[src/hdl/mts_pkg.sv]
// ----------------------------------------------------------------------------
// mts_pkg: shared types and constants for the memory test sequencer
// Operation codes, register indexes, test selections and the result record.
// ----------------------------------------------------------------------------
`default_nettype none

package mts_pkg;

    localparam int DEF_ADDR_WIDTH = 32;
    localparam int DEF_DATA_WIDTH = 32;

    localparam int CFG_IDX_W = 2;
    localparam int TDATA_OUT_W = 104;

    // register indexes on the configuration channel
    localparam logic [CFG_IDX_W-1:0] REG_TEST_SELECT  = 2'd0;
    localparam logic [CFG_IDX_W-1:0] REG_BUS_WIDTH    = 2'd1;
    localparam logic [CFG_IDX_W-1:0] REG_SIZE_LOG2    = 2'd2;
    localparam logic [CFG_IDX_W-1:0] REG_BASE_ADDRESS = 2'd3;

    // result operation codes
    localparam logic [1:0] OP_WRITE   = 2'd0;
    localparam logic [1:0] OP_READ    = 2'd1;
    localparam logic [1:0] OP_VERDICT = 2'd2;

    // input item kind
    localparam logic MODE_START    = 1'b0;
    localparam logic MODE_RESPONSE = 1'b1;

    // test selections
    localparam logic [2:0] TS_DATA_ONE  = 3'd0;
    localparam logic [2:0] TS_DATA_ZERO = 3'd1;
    localparam logic [2:0] TS_ADDR_ONE  = 3'd2;
    localparam logic [2:0] TS_ADDR_ZERO = 3'd3;
    localparam logic [2:0] TS_ACCESS    = 3'd4;

    // bus width codes
    localparam logic [1:0] BW_8      = 2'd0;
    localparam logic [1:0] BW_16     = 2'd1;
    localparam logic [1:0] BW_32     = 2'd2;
    localparam logic [1:0] BW_UNUSED = 2'd3;

    localparam logic [31:0] MARK_WORD = 32'h5555_5555;
    localparam logic [31:0] FILL_WORD = 32'hAAAA_AAAA;

    localparam logic [2:0]  RST_TEST_SELECT  = TS_DATA_ONE;
    localparam logic [1:0]  RST_BUS_WIDTH    = BW_32;
    localparam logic [4:0]  RST_SIZE_LOG2    = 5'd16;
    localparam logic [31:0] RST_BASE_ADDRESS = 32'd0;

    typedef struct packed {
        logic [2:0]  test_select;
        logic [1:0]  bus_width;
        logic [4:0]  size_log2;
        logic [31:0] base_address;
    } cfg_t;

    typedef struct packed {
        logic [1:0]  op;
        logic [31:0] address;
        logic [31:0] write_data;
        logic        passed;
        logic [31:0] fail_code;
        logic        last;
    } result_t;

    // byte address of a word index
    function automatic logic [31:0] word_addr(input logic [31:0] base,
                                              input logic [31:0] idx,
                                              input logic [1:0]  wlog);
        word_addr = base + (idx << wlog);
    endfunction

endpackage : mts_pkg

`default_nettype wire

[src/hdl/mts_cfg_regs.sv]
// ----------------------------------------------------------------------------
// mts_cfg_regs: configuration register file
// Holds test selection, bus width, memory size and base address.
// ----------------------------------------------------------------------------
`default_nettype none

module mts_cfg_regs
    import mts_pkg::*;
(
    input  wire logic                 clk,
    input  wire logic                 rst_n,
    input  wire logic                 cfg_valid,
    output logic                      cfg_ready,
    input  wire logic [CFG_IDX_W-1:0] cfg_index,
    input  wire logic [31:0]          cfg_data,
    output cfg_t                      cfg
);

    cfg_t cfg_reg;

    assign cfg_ready = 1'b1;
    assign cfg       = cfg_reg;

    always_ff @(posedge clk or negedge rst_n)
    begin
        if (!rst_n)
        begin
            cfg_reg.test_select  <= RST_TEST_SELECT;
            cfg_reg.bus_width    <= RST_BUS_WIDTH;
            cfg_reg.size_log2    <= RST_SIZE_LOG2;
            cfg_reg.base_address <= RST_BASE_ADDRESS;
        end
        else if (cfg_valid)
        begin
            case (cfg_index)
                REG_TEST_SELECT:  cfg_reg.test_select  <= cfg_data[2:0];
                REG_BUS_WIDTH:    cfg_reg.bus_width    <= cfg_data[1:0];
                REG_SIZE_LOG2:    cfg_reg.size_log2    <= cfg_data[4:0];
                REG_BASE_ADDRESS: cfg_reg.base_address <= cfg_data;
                default:          cfg_reg              <= cfg_reg;
            endcase
        end
    end

endmodule : mts_cfg_regs

`default_nettype wire

[src/hdl/mts_in_reg.sv]
// ----------------------------------------------------------------------------
// mts_in_reg: input register
// Captures one input transaction and holds it until the core takes it.
// ----------------------------------------------------------------------------
`default_nettype none

module mts_in_reg
    import mts_pkg::*;
(
    input  wire logic        clk,
    input  wire logic        rst_n,
    input  wire logic        s_tvalid,
    output logic             s_tready,
    input  wire logic [31:0] s_tdata,
    input  wire logic        s_tuser,
    input  wire logic        advance,
    output logic             item_valid,
    output logic             item_mode,
    output logic [31:0]      item_read_data
);

    logic        valid_reg;
    logic        mode_reg;
    logic [31:0] rd_reg;

    // free when empty or when the held item moves on this cycle
    assign s_tready       = !valid_reg || advance;
    assign item_valid     = valid_reg;
    assign item_mode      = mode_reg;
    assign item_read_data = rd_reg;

    always_ff @(posedge clk or negedge rst_n)
    begin
        if (!rst_n)
        begin
            valid_reg <= 1'b0;
        end
        else if (s_tready)
        begin
            valid_reg <= s_tvalid;
        end
    end

    always_ff @(posedge clk)
    begin
        if (s_tvalid && s_tready)
        begin
            mode_reg <= s_tuser;
            rd_reg   <= s_tdata;
        end
    end

endmodule : mts_in_reg

`default_nettype wire

[src/hdl/mts_core.sv]
// ----------------------------------------------------------------------------
// mts_core: test sequencer state and next-operation logic
// Holds the test state and turns each item into the next write, read or verdict.
// ----------------------------------------------------------------------------
`default_nettype none

module mts_core
    import mts_pkg::*;
#(
    parameter int ADDR_WIDTH = DEF_ADDR_WIDTH,
    parameter int DATA_WIDTH = DEF_DATA_WIDTH
)
(
    input  wire logic        clk,
    input  wire logic        rst_n,
    input  wire logic        fire,
    input  wire logic        mode,
    input  wire logic [31:0] read_data,
    input  wire cfg_t        cfg,
    output logic             has_result,
    output result_t          result
);

    localparam logic [31:0] A_MASK = 32'hFFFF_FFFF >> (32 - ADDR_WIDTH);
    localparam logic [31:0] D_MASK = 32'hFFFF_FFFF >> (32 - DATA_WIDTH);

    localparam logic [2:0] PH_IDLE    = 3'd0;
    localparam logic [2:0] PH_DW_ACK  = 3'd1;
    localparam logic [2:0] PH_DW_DATA = 3'd2;
    localparam logic [2:0] PH_AW_MARK = 3'd3;
    localparam logic [2:0] PH_AW_VAL  = 3'd4;
    localparam logic [2:0] PH_AW_DATA = 3'd5;
    localparam logic [2:0] PH_AC      = 3'd6;

    logic [2:0]  phase_reg, phase_next;
    logic [31:0] wp_reg, wp_next;
    logic [4:0]  ws_reg, ws_next;
    logic [30:0] ei_reg, ei_next;
    logic [1:0]  sw_reg, sw_next;

    // geometry
    logic [1:0]  wlog;
    logic [31:0] dmask;
    logic [31:0] wcount;
    logic [31:0] wc_m1;
    logic [29:0] ac_dim;
    logic        has_win;
    logic [4:0]  last_shift;
    logic [31:0] rd_m;

    // access test stepping
    logic [31:0] ei_inc;
    logic        wrap;
    logic        sweep_done;
    logic [30:0] ei_adv;
    logic [1:0]  sw_adv;
    logic [4:0]  ws_adv;
    logic        ac_end;
    logic [31:0] ac_cur_val;
    logic [31:0] ac_adv_v;
    logic [31:0] ac_adv_val;
    logic [31:0] ac_idx;

    // walks
    logic [31:0] dw_cur_val;
    logic [31:0] wp_shl;
    logic [32:0] aw_next;
    logic [31:0] mark_idx;
    logic [31:0] mark_m;

    // result fields before address formation
    logic [1:0]  r_op;
    logic [31:0] r_idx;
    logic [31:0] r_wdata;
    logic        r_pass;
    logic [31:0] r_code;

    always_comb
    begin
        case (cfg.bus_width)
            BW_8:    wlog = 2'd0;
            BW_16:   wlog = 2'd1;
            default: wlog = 2'd2;
        endcase
        case (cfg.bus_width)
            BW_8:    dmask = 32'h0000_00FF & D_MASK;
            BW_16:   dmask = 32'h0000_FFFF & D_MASK;
            default: dmask = D_MASK;
        endcase

        if (cfg.size_log2 < {3'd0, wlog})
            wcount = 32'd1;
        else
            wcount = 32'd1 << (cfg.size_log2 - {3'd0, wlog});
        wc_m1 = wcount - 32'd1;

        case (cfg.bus_width)
            BW_8:
            begin
                ac_dim     = 30'd256;
                has_win    = (cfg.size_log2 >= 5'd8);
                last_shift = cfg.size_log2 - 5'd8;
            end
            BW_16:
            begin
                ac_dim     = 30'd32768;
                has_win    = (cfg.size_log2 >= 5'd16);
                last_shift = cfg.size_log2 - 5'd16;
            end
            default:
            begin
                ac_dim     = (cfg.size_log2 < 5'd2) ? 30'd0
                                                    : 30'd1 << (cfg.size_log2 - 5'd2);
                has_win    = (cfg.size_log2 >= 5'd2);
                last_shift = 5'd0;
            end
        endcase

        rd_m = read_data & dmask;
    end

    // access test: next index, pass and window
    always_comb
    begin
        ei_inc     = {1'b0, ei_reg} + 32'd1;
        wrap       = (ei_inc >= {2'd0, ac_dim});
        sweep_done = wrap && (sw_reg == 2'd3);
        ei_adv     = wrap ? '0 : ei_inc[30:0];
        sw_adv     = wrap ? sw_reg + 2'd1 : sw_reg;
        ws_adv     = sweep_done ? ws_reg + 5'd1 : ws_reg;
        ac_end     = !has_win || (sweep_done && (ws_adv == 5'd0)) || (ws_adv > last_shift);

        ac_cur_val = (sw_reg[1] ? ~ei_inc : ei_inc) & dmask;
        ac_adv_v   = {1'b0, ei_adv} + 32'd1;
        ac_adv_val = (sw_adv[1] ? ~ac_adv_v : ac_adv_v) & dmask;
        ac_idx     = {1'b0, ei_adv} << ws_adv;
    end

    // walks
    always_comb
    begin
        dw_cur_val = (sw_reg[0] ? ~wp_reg : wp_reg) & dmask;
        wp_shl     = wp_reg << 1;
        aw_next    = {1'b0, wp_reg} << 1;
        mark_idx   = sw_reg[0] ? wc_m1 : 32'd0;
        mark_m     = MARK_WORD & dmask;
    end

    always_comb
    begin
        phase_next = phase_reg;
        wp_next    = wp_reg;
        ws_next    = ws_reg;
        ei_next    = ei_reg;
        sw_next    = sw_reg;
        has_result = 1'b0;
        r_op       = OP_VERDICT;
        r_idx      = 32'd0;
        r_wdata    = 32'd0;
        r_pass     = 1'b0;
        r_code     = 32'd0;

        if (mode == MODE_START)
        begin
            has_result = 1'b1;
            wp_next    = 32'd1;
            ws_next    = 5'd0;
            ei_next    = '0;
            sw_next    = 2'd0;
            phase_next = PH_IDLE;
            if (cfg.bus_width == BW_UNUSED || cfg.test_select > TS_ACCESS)
            begin
                r_code = 32'hFFFF_FFFF;
            end
            else if (cfg.test_select inside {TS_DATA_ONE, TS_DATA_ZERO})
            begin
                sw_next    = {1'b0, cfg.test_select[0]};
                phase_next = PH_DW_ACK;
                r_op       = OP_WRITE;
                r_wdata    = (cfg.test_select[0] ? ~32'd1 : 32'd1) & dmask;
            end
            else if (cfg.test_select inside {TS_ADDR_ONE, TS_ADDR_ZERO})
            begin
                sw_next    = {1'b0, cfg.test_select[0]};
                phase_next = PH_AW_MARK;
                r_op       = OP_WRITE;
                r_idx      = cfg.test_select[0] ? wc_m1 : 32'd0;
                r_wdata    = mark_m;
            end
            else if (!has_win)
            begin
                r_pass = 1'b1;
            end
            else
            begin
                phase_next = PH_AC;
                r_op       = OP_WRITE;
                r_wdata    = 32'd1 & dmask;
            end
        end
        else
        begin
            case (phase_reg)
                PH_DW_ACK:
                begin
                    has_result = 1'b1;
                    phase_next = PH_DW_DATA;
                    r_op       = OP_READ;
                end
                PH_DW_DATA:
                begin
                    has_result = 1'b1;
                    phase_next = PH_IDLE;
                    if (rd_m != dw_cur_val)
                        r_code = wp_reg;
                    else if ((wp_shl & dmask) == 32'd0)
                        r_pass = 1'b1;
                    else
                    begin
                        wp_next    = wp_shl;
                        phase_next = PH_DW_ACK;
                        r_op       = OP_WRITE;
                        r_wdata    = (sw_reg[0] ? ~wp_shl : wp_shl) & dmask;
                    end
                end
                PH_AW_MARK:
                begin
                    has_result = 1'b1;
                    if (wp_reg >= wcount)
                    begin
                        phase_next = PH_IDLE;
                        r_pass     = 1'b1;
                    end
                    else
                    begin
                        phase_next = PH_AW_VAL;
                        r_op       = OP_WRITE;
                        r_idx      = sw_reg[0] ? (~wp_reg & wc_m1) : wp_reg;
                        r_wdata    = FILL_WORD & dmask;
                    end
                end
                PH_AW_VAL:
                begin
                    has_result = 1'b1;
                    phase_next = PH_AW_DATA;
                    r_op       = OP_READ;
                    r_idx      = mark_idx;
                end
                PH_AW_DATA:
                begin
                    has_result = 1'b1;
                    phase_next = PH_IDLE;
                    if (rd_m != mark_m)
                        r_code = wp_reg;
                    else if (aw_next >= {1'b0, wcount})
                        r_pass = 1'b1;
                    else
                    begin
                        wp_next    = aw_next[31:0];
                        phase_next = PH_AW_VAL;
                        r_op       = OP_WRITE;
                        r_idx      = sw_reg[0] ? (~aw_next[31:0] & wc_m1) : aw_next[31:0];
                        r_wdata    = FILL_WORD & dmask;
                    end
                end
                PH_AC:
                begin
                    has_result = 1'b1;
                    if (sw_reg[0] && (rd_m != ac_cur_val))
                    begin
                        phase_next = PH_IDLE;
                    end
                    else if (ac_end)
                    begin
                        phase_next = PH_IDLE;
                        r_pass     = 1'b1;
                    end
                    else
                    begin
                        ei_next = ei_adv;
                        sw_next = sw_adv;
                        ws_next = ws_adv;
                        r_idx   = ac_idx;
                        if (sw_adv[0])
                            r_op = OP_READ;
                        else
                        begin
                            r_op    = OP_WRITE;
                            r_wdata = ac_adv_val;
                        end
                    end
                end
                default:
                begin
                    has_result = 1'b0;
                end
            endcase
        end

        result.op         = r_op;
        result.address    = (r_op == OP_VERDICT) ? 32'd0
                          : word_addr(cfg.base_address, r_idx, wlog) & A_MASK;
        result.write_data = r_wdata;
        result.passed     = r_pass;
        result.fail_code  = r_code;
        result.last       = (r_op == OP_VERDICT);
    end

    always_ff @(posedge clk or negedge rst_n)
    begin
        if (!rst_n)
        begin
            phase_reg <= PH_IDLE;
            wp_reg    <= 32'd1;
            ws_reg    <= 5'd0;
            ei_reg    <= '0;
            sw_reg    <= 2'd0;
        end
        else if (fire)
        begin
            phase_reg <= phase_next;
            wp_reg    <= wp_next;
            ws_reg    <= ws_next;
            ei_reg    <= ei_next;
            sw_reg    <= sw_next;
        end
    end

endmodule : mts_core

`default_nettype wire

[src/hdl/memory_test_sequencer.sv]
// Path: an accepted input transaction is held in the input register, and its result
// is then held in the result register until m_tready takes it.
// Throughput: one input transaction per cycle while the result register is empty or
// being taken; the next test state in mts_core is combinational from its registers.
// Reset: configuration returns to test 0, 32-bit bus, 64 KiB, base 0; the sequencer
// is idle and both registers are empty.
// ----------------------------------------------------------------------------
// memory_test_sequencer: walking-bit and access memory test engine
// Turns start and response transactions into memory writes, reads and verdicts.
// ----------------------------------------------------------------------------
`default_nettype none

module memory_test_sequencer
    import mts_pkg::*;
#(
    parameter int ADDR_WIDTH = DEF_ADDR_WIDTH,
    parameter int DATA_WIDTH = DEF_DATA_WIDTH
)
(
    input  wire logic                   clk,
    input  wire logic                   rst_n,
    input  wire logic                   cfg_valid,
    output logic                        cfg_ready,
    input  wire logic [CFG_IDX_W-1:0]   cfg_index,
    input  wire logic [31:0]            cfg_data,
    input  wire logic                   s_tvalid,
    output logic                        s_tready,
    input  wire logic [31:0]            s_tdata,   // read_data
    input  wire logic [0:0]             s_tuser,   // mode
    output logic                        m_tvalid,
    input  wire logic                   m_tready,
    // address [31:0], write_data [63:32], passed [64], fail_code [96:65], zero pad
    output logic [TDATA_OUT_W-1:0]      m_tdata,
    output logic [1:0]                  m_tuser,   // op
    output logic                        m_tlast
);

    cfg_t        cfg;
    logic        item_valid;
    logic        item_mode;
    logic [31:0] item_rd;
    logic        advance;
    logic        has_result;
    result_t     core_result;

    logic        out_valid_reg;
    result_t     out_reg;

    assign advance = item_valid && (!out_valid_reg || m_tready);

    mts_cfg_regs u_cfg
    (
        .clk       (clk),
        .rst_n     (rst_n),
        .cfg_valid (cfg_valid),
        .cfg_ready (cfg_ready),
        .cfg_index (cfg_index),
        .cfg_data  (cfg_data),
        .cfg       (cfg)
    );

    mts_in_reg u_in
    (
        .clk            (clk),
        .rst_n          (rst_n),
        .s_tvalid       (s_tvalid),
        .s_tready       (s_tready),
        .s_tdata        (s_tdata),
        .s_tuser        (s_tuser[0]),
        .advance        (advance),
        .item_valid     (item_valid),
        .item_mode      (item_mode),
        .item_read_data (item_rd)
    );

    mts_core #(
        .ADDR_WIDTH (ADDR_WIDTH),
        .DATA_WIDTH (DATA_WIDTH)
    ) u_core
    (
        .clk        (clk),
        .rst_n      (rst_n),
        .fire       (advance),
        .mode       (item_mode),
        .read_data  (item_rd),
        .cfg        (cfg),
        .has_result (has_result),
        .result     (core_result)
    );

    always_ff @(posedge clk or negedge rst_n)
    begin
        if (!rst_n)
        begin
            out_valid_reg <= 1'b0;
        end
        else if (advance && has_result)
        begin
            out_valid_reg <= 1'b1;
        end
        else if (m_tready)
        begin
            out_valid_reg <= 1'b0;
        end
    end

    always_ff @(posedge clk)
    begin
        if (advance && has_result)
        begin
            out_reg <= core_result;
        end
    end

    assign m_tvalid = out_valid_reg;
    assign m_tuser  = out_reg.op;
    assign m_tlast  = out_reg.last;
    assign m_tdata  = {7'd0, out_reg.fail_code, out_reg.passed,
                       out_reg.write_data, out_reg.address};

    // an empty result register never stalls the input side
    a_ready_when_empty: assert property (@(posedge clk) disable iff (!rst_n)
        !out_valid_reg |-> s_tready)
        else $error("input stalled with empty result register");

    // a new result only follows an item that moved into the core
    a_result_has_item: assert property (@(posedge clk) disable iff (!rst_n)
        (out_valid_reg && !$past(out_valid_reg)) |-> $past(advance))
        else $error("result appeared without an item");

    // a passing verdict carries no fail code and ends the test
    a_pass_clean: assert property (@(posedge clk) disable iff (!rst_n)
        (m_tvalid && out_reg.passed) |->
            (out_reg.op == OP_VERDICT && out_reg.fail_code == 32'd0 && m_tlast))
        else $error("malformed passing verdict");

endmodule : memory_test_sequencer

`default_nettype wire
[config.mk]
export PLATFORM = sky130hd
export DESIGN_NAME = memory_test_sequencer
export DESIGN_NICKNAME = d
export VERILOG_FILES = /design/src/hdl/mts_pkg.sv /design/src/hdl/mts_cfg_regs.sv /design/src/hdl/mts_in_reg.sv /design/src/hdl/mts_core.sv /design/src/hdl/memory_test_sequencer.sv
export SDC_FILE = /design/constraint.sdc
export NUM_CORES = 1
export LEC_CHECK = 0
export BUFFER_PORTS_ARGS = -buffer_cell sky130_fd_sc_hd__buf_2
export CORE_ASPECT_RATIO = 0.5
export CORE_MARGIN = 3
export CORE_UTILIZATION = 44
export DETAILED_ROUTE_END_ITERATION = 10
export GPL_TIMING_DRIVEN = 1
export PLACE_DENSITY_LB_ADDON = 0.12
export SYNTH_ARGS = -nofsm -noshare
export SYNTH_HDL_FRONTEND = slang
export SYNTH_SLANG_ARGS = --single-unit
[constraint.sdc]
create_clock -name clk -period 11.8 [get_ports clk]
set_input_delay 2.36 -clock clk [delete_from_list [all_inputs] [get_ports clk]]
set_output_delay 2.36 -clock clk [all_outputs]
set_load 0.01 [all_outputs]
==> results.yml <==
synth:
  syn-instance-count: 2746
  yosysSeqAreaShare_pct: 30.0
  synth.cells.most_frequent: "305 x sky130_fd_sc_hd__nand2_1, 214 x sky130_fd_sc_hd__nor2_1, 193 x sky130_fd_sc_hd__o21ai_0"
  post-synth-top-area-fraction_pct: 17.3
  ff_latch_count_synth: 250
  leading_area_contributor_after_synthesis: "sky130_fd_sc_hd__edfxtp_1"
  synth-async-reset-ratio_pct: 46.8
  yosysMostFrequentCell: "sky130_fd_sc_hd__nand2_1"
  synth-edff-count: 133
  synthTopCellsByArea: "sky130_fd_sc_hd__edfxtp_1 17%, sky130_fd_sc_hd__dfrtp_1 12%, sky130_fd_sc_hd__ha_1 7.6%, sky130_fd_sc_hd__nand2_1 5.0%, sky130_fd_sc_hd__xnor2_1 4.6%"
  ys_dominant_reg_cell: "sky130_fd_sc_hd__edfxtp_1"
  synth_warnings: 0
  mappedNetlistArea_sq_um: 23100
  synth.avg_cell_area_sq_um: 8.41
  synth.lib_cells_used.distinct: 98
job:
  max_cap_violations: 0
timing:
  hold_violations: 0
  timing.fmax_ghz: 0.0910
  finalCritPeriodShare_pct: 93.1
  worst-slew-pin-transition_ns: 1.38
  grt_setup_unrepaired: "false"
  setup_ws_ns: 0.811
  final.setup.tns_ns: 0
  timing.clock.skew_ns: 0.0285
  final.hold.worst_slack_ns: 0.506
  final-setup-viol-count: 0
  finalCriticalPeriod_ns: 10.99
  final_max_slew_viol_count: 0
  timing.slew.headroom_pct: 7.32
critical_path:
  critPathLaunchType: "register"
  cp_slowest_cell: "sky130_fd_sc_hd__dfrtp_1"
  critical_path.max_fanout: 14
  criticalPathCategory: "register to register"
  worst_path_max_stage_delay_ns: 0.69
  crit_path_frequent_cell: "sky130_fd_sc_hd__ha_1"
  timing.critical_path.to_type: "register"
  critical_path_required_ns: 12.12
  worstPathArrival_ns: 11.31
routing:
  detailed_route_vias_per_instance: 6.40
  ant_nets: 0
  first_iter_violations: 3388
  routed-via-count: 22700
  routed_length_per_placed_instance_microns: 26.9
  number_of_optimization_iterations_in_the_first_detailed_route_pass: 6
  drt_drc_violations_left: 0
  total_routed_wirelength_microns: 95400
die:
  core_sq_um: 51100
  initial_cell_density_of_the_core_pct: 45.2
  floorplan.rows: 58
  die_width_microns: 330
  die_height_microns: 168
  ios: 182
  die-area_sq_um: 55500
grt:
  grt_util_all_layers_pct: 33.9
  gr-total-overflow: 0
  grt_antenna_before_repair: 1
  grt_pass1_vias: 21300
  grt_max_degree: 55
  grt_first_pass_wirelength_microns: 142000
finish:
  largest_register_ff_count: 97
  drive_gt1_share_pct: 15.0
  area_growth_syn_to_layout_pct: 10.5
  nets_finish: 3047
  post-route-cell-area_sq_um: 25500
  diodes: 0
  filler_cell_count: 5026
  final_cells: 3541
  finalCoreUtilization_pct: 50.0
clocking:
  ctsResizeCount: 0
  postCtsSetupBuffers: 0
  cts_buffer_count: 25
  ctsRootBufferMaster: "sky130_fd_sc_hd__clkbuf_16"
  clock_tree.htree_level_count: 1
  clock_sink_count: 250
  tritoncts_clock_tree: "done"
  cts.hold.buffers_added: 0
  clock_transition_time_at_the_flip_flop_clock_pins_of_the_worst_setup_and_hold_paths_ns: 0.08
  worstSkewPairLatency_ns: 0.59
  cts.path.max_buffers: 3
status:
  outcome: "finished clean"
placed_design:
  placedCellCount: 3496
  dp_hpwl_microns: 72800
  port-buffer-count: 173
  gp_routability_congestion: 1.06
  placedInstanceArea_sq_um: 24700
  placement.setup.worst_slack_ns: 0.605
power:
  finalPower_mw: 4.41
  peakVddDrop_v: 0.000116
  p_per_area_nw_per_um2: 173
  cellLeakagePower_nw: 10.8
hold_path:
  hold_class: "register to register"
## metal layers
layer | share of wire, % | vias up | routed length, microns | track usage (%)
met1 | 43 | 11000 | 41500 | 48.4
met2 | 41 | 1199 | 39300 | 49.2
met3 | 13 | 200 | 12000 | 11.5
met5 | 0.035 | - | 33 | 0
li1 | - | 10300 | - | -
met4 | 2.8 | 4 | 2630 | 7.84
## path summary, 6_finish.rpt
kind / startpoint / to / slack [ns] / cells after the start
setup reg to reg: u_core.ei_reg[0] / m_tdata[31] / 0.81 / 40
hold / removal: u_core.wp_reg[17] / u_core.wp_reg[17] / 0.51 / 2
min in group asynchronous: rst_n / u_core.ei_reg[9] / 1.70 / 1
hold reg to reg: u_core.wp_reg[17] / u_core.wp_reg[17] / 0.51 / 2
setup / recovery: u_core.ei_reg[0] / m_tdata[31] / 0.81 / 40
max in group asynchronous: rst_n / u_core.sw_reg[0] / 8.28 / 3
## report_power, final
part	internal [mW]	switching, mW	total [mW]
combinational	0.760	1.52	2.28
clock	0.449	0.377	0.826
sequential	1.16	0.143	1.30
total	2.37	2.04	4.41
## cell families after synthesis
logic type,synth area share (%)
and+or+nand+nor,20.4
AOI/OAI and AO/OA,22.4
buffers and inverters,4.82
DFF,30.0
xor gates and xnor gates,8.61
adders and majority gates,7.76
muxes,5.96
other,0.0325
## final cells by class
| class | instances | area [sq um] | share of cell area (%) |
|---|---|---|---|
| Clock buffer | 34 | 679 | 2.66 |
| Clock inverter | 11 | 120 | 0.470 |
| Inverter | 81 | 304 | 1.19 |
| Multi-Input combinational cell | 2219 | 15100 | 59.3 |
| Sequential cell | 250 | 6930 | 27.1 |
| Tap cell | 690 | 863 | 3.38 |
| Timing Repair Buffer | 256 | 1490 | 5.84 |
## critical path, delay by kind of cell (launching register included)
| kind | cells | cell delay (ns) |
|---|---|---|
| compound gates | 21 | 4.75 |
| simple gates | 7 | 2.03 |
| fa+ha+maj | 4 | 1.45 |
| xor+xnor | 2 | 0.70 |
| flops | 1 | 0.69 |
| buf+inv | 4 | 0.65 |
| mux | 2 | 0.41 |
## layout by cell type (no fill, tap or decap), types with 28 or more instances in the layout
cell	instances
sky130_fd_sc_hd__nand2_1	305
sky130_fd_sc_hd__nand3_1	98
sky130_fd_sc_hd__nor4_1	32
sky130_fd_sc_hd__nor2_1	209
sky130_fd_sc_hd__a211oi_1	28
sky130_fd_sc_hd__o31ai_1	30
sky130_fd_sc_hd__inv_1	74
sky130_fd_sc_hd__o21ai_0	193
sky130_fd_sc_hd__mux2i_1	34
sky130_fd_sc_hd__xnor2_1	121
sky130_fd_sc_hd__and3_1	40
sky130_fd_sc_hd__nand4_1	43
sky130_fd_sc_hd__xor2_1	87
sky130_fd_sc_hd__and2_1	31
sky130_fd_sc_hd__a21oi_1	177
sky130_fd_sc_hd__a21o_1	77
sky130_fd_sc_hd__ha_1	140
sky130_fd_sc_hd__edfxtp_1	133
sky130_fd_sc_hd__o22ai_1	34
sky130_fd_sc_hd__buf_2	172
sky130_fd_sc_hd__nor3_1	63
sky130_fd_sc_hd__dfrtp_1	112
sky130_fd_sc_hd__buf_4	84
sky130_fd_sc_hd__mux2_2	50
sky130_fd_sc_hd__o211ai_1	29
Note: power is estimated with default switching activity, not from simulation.
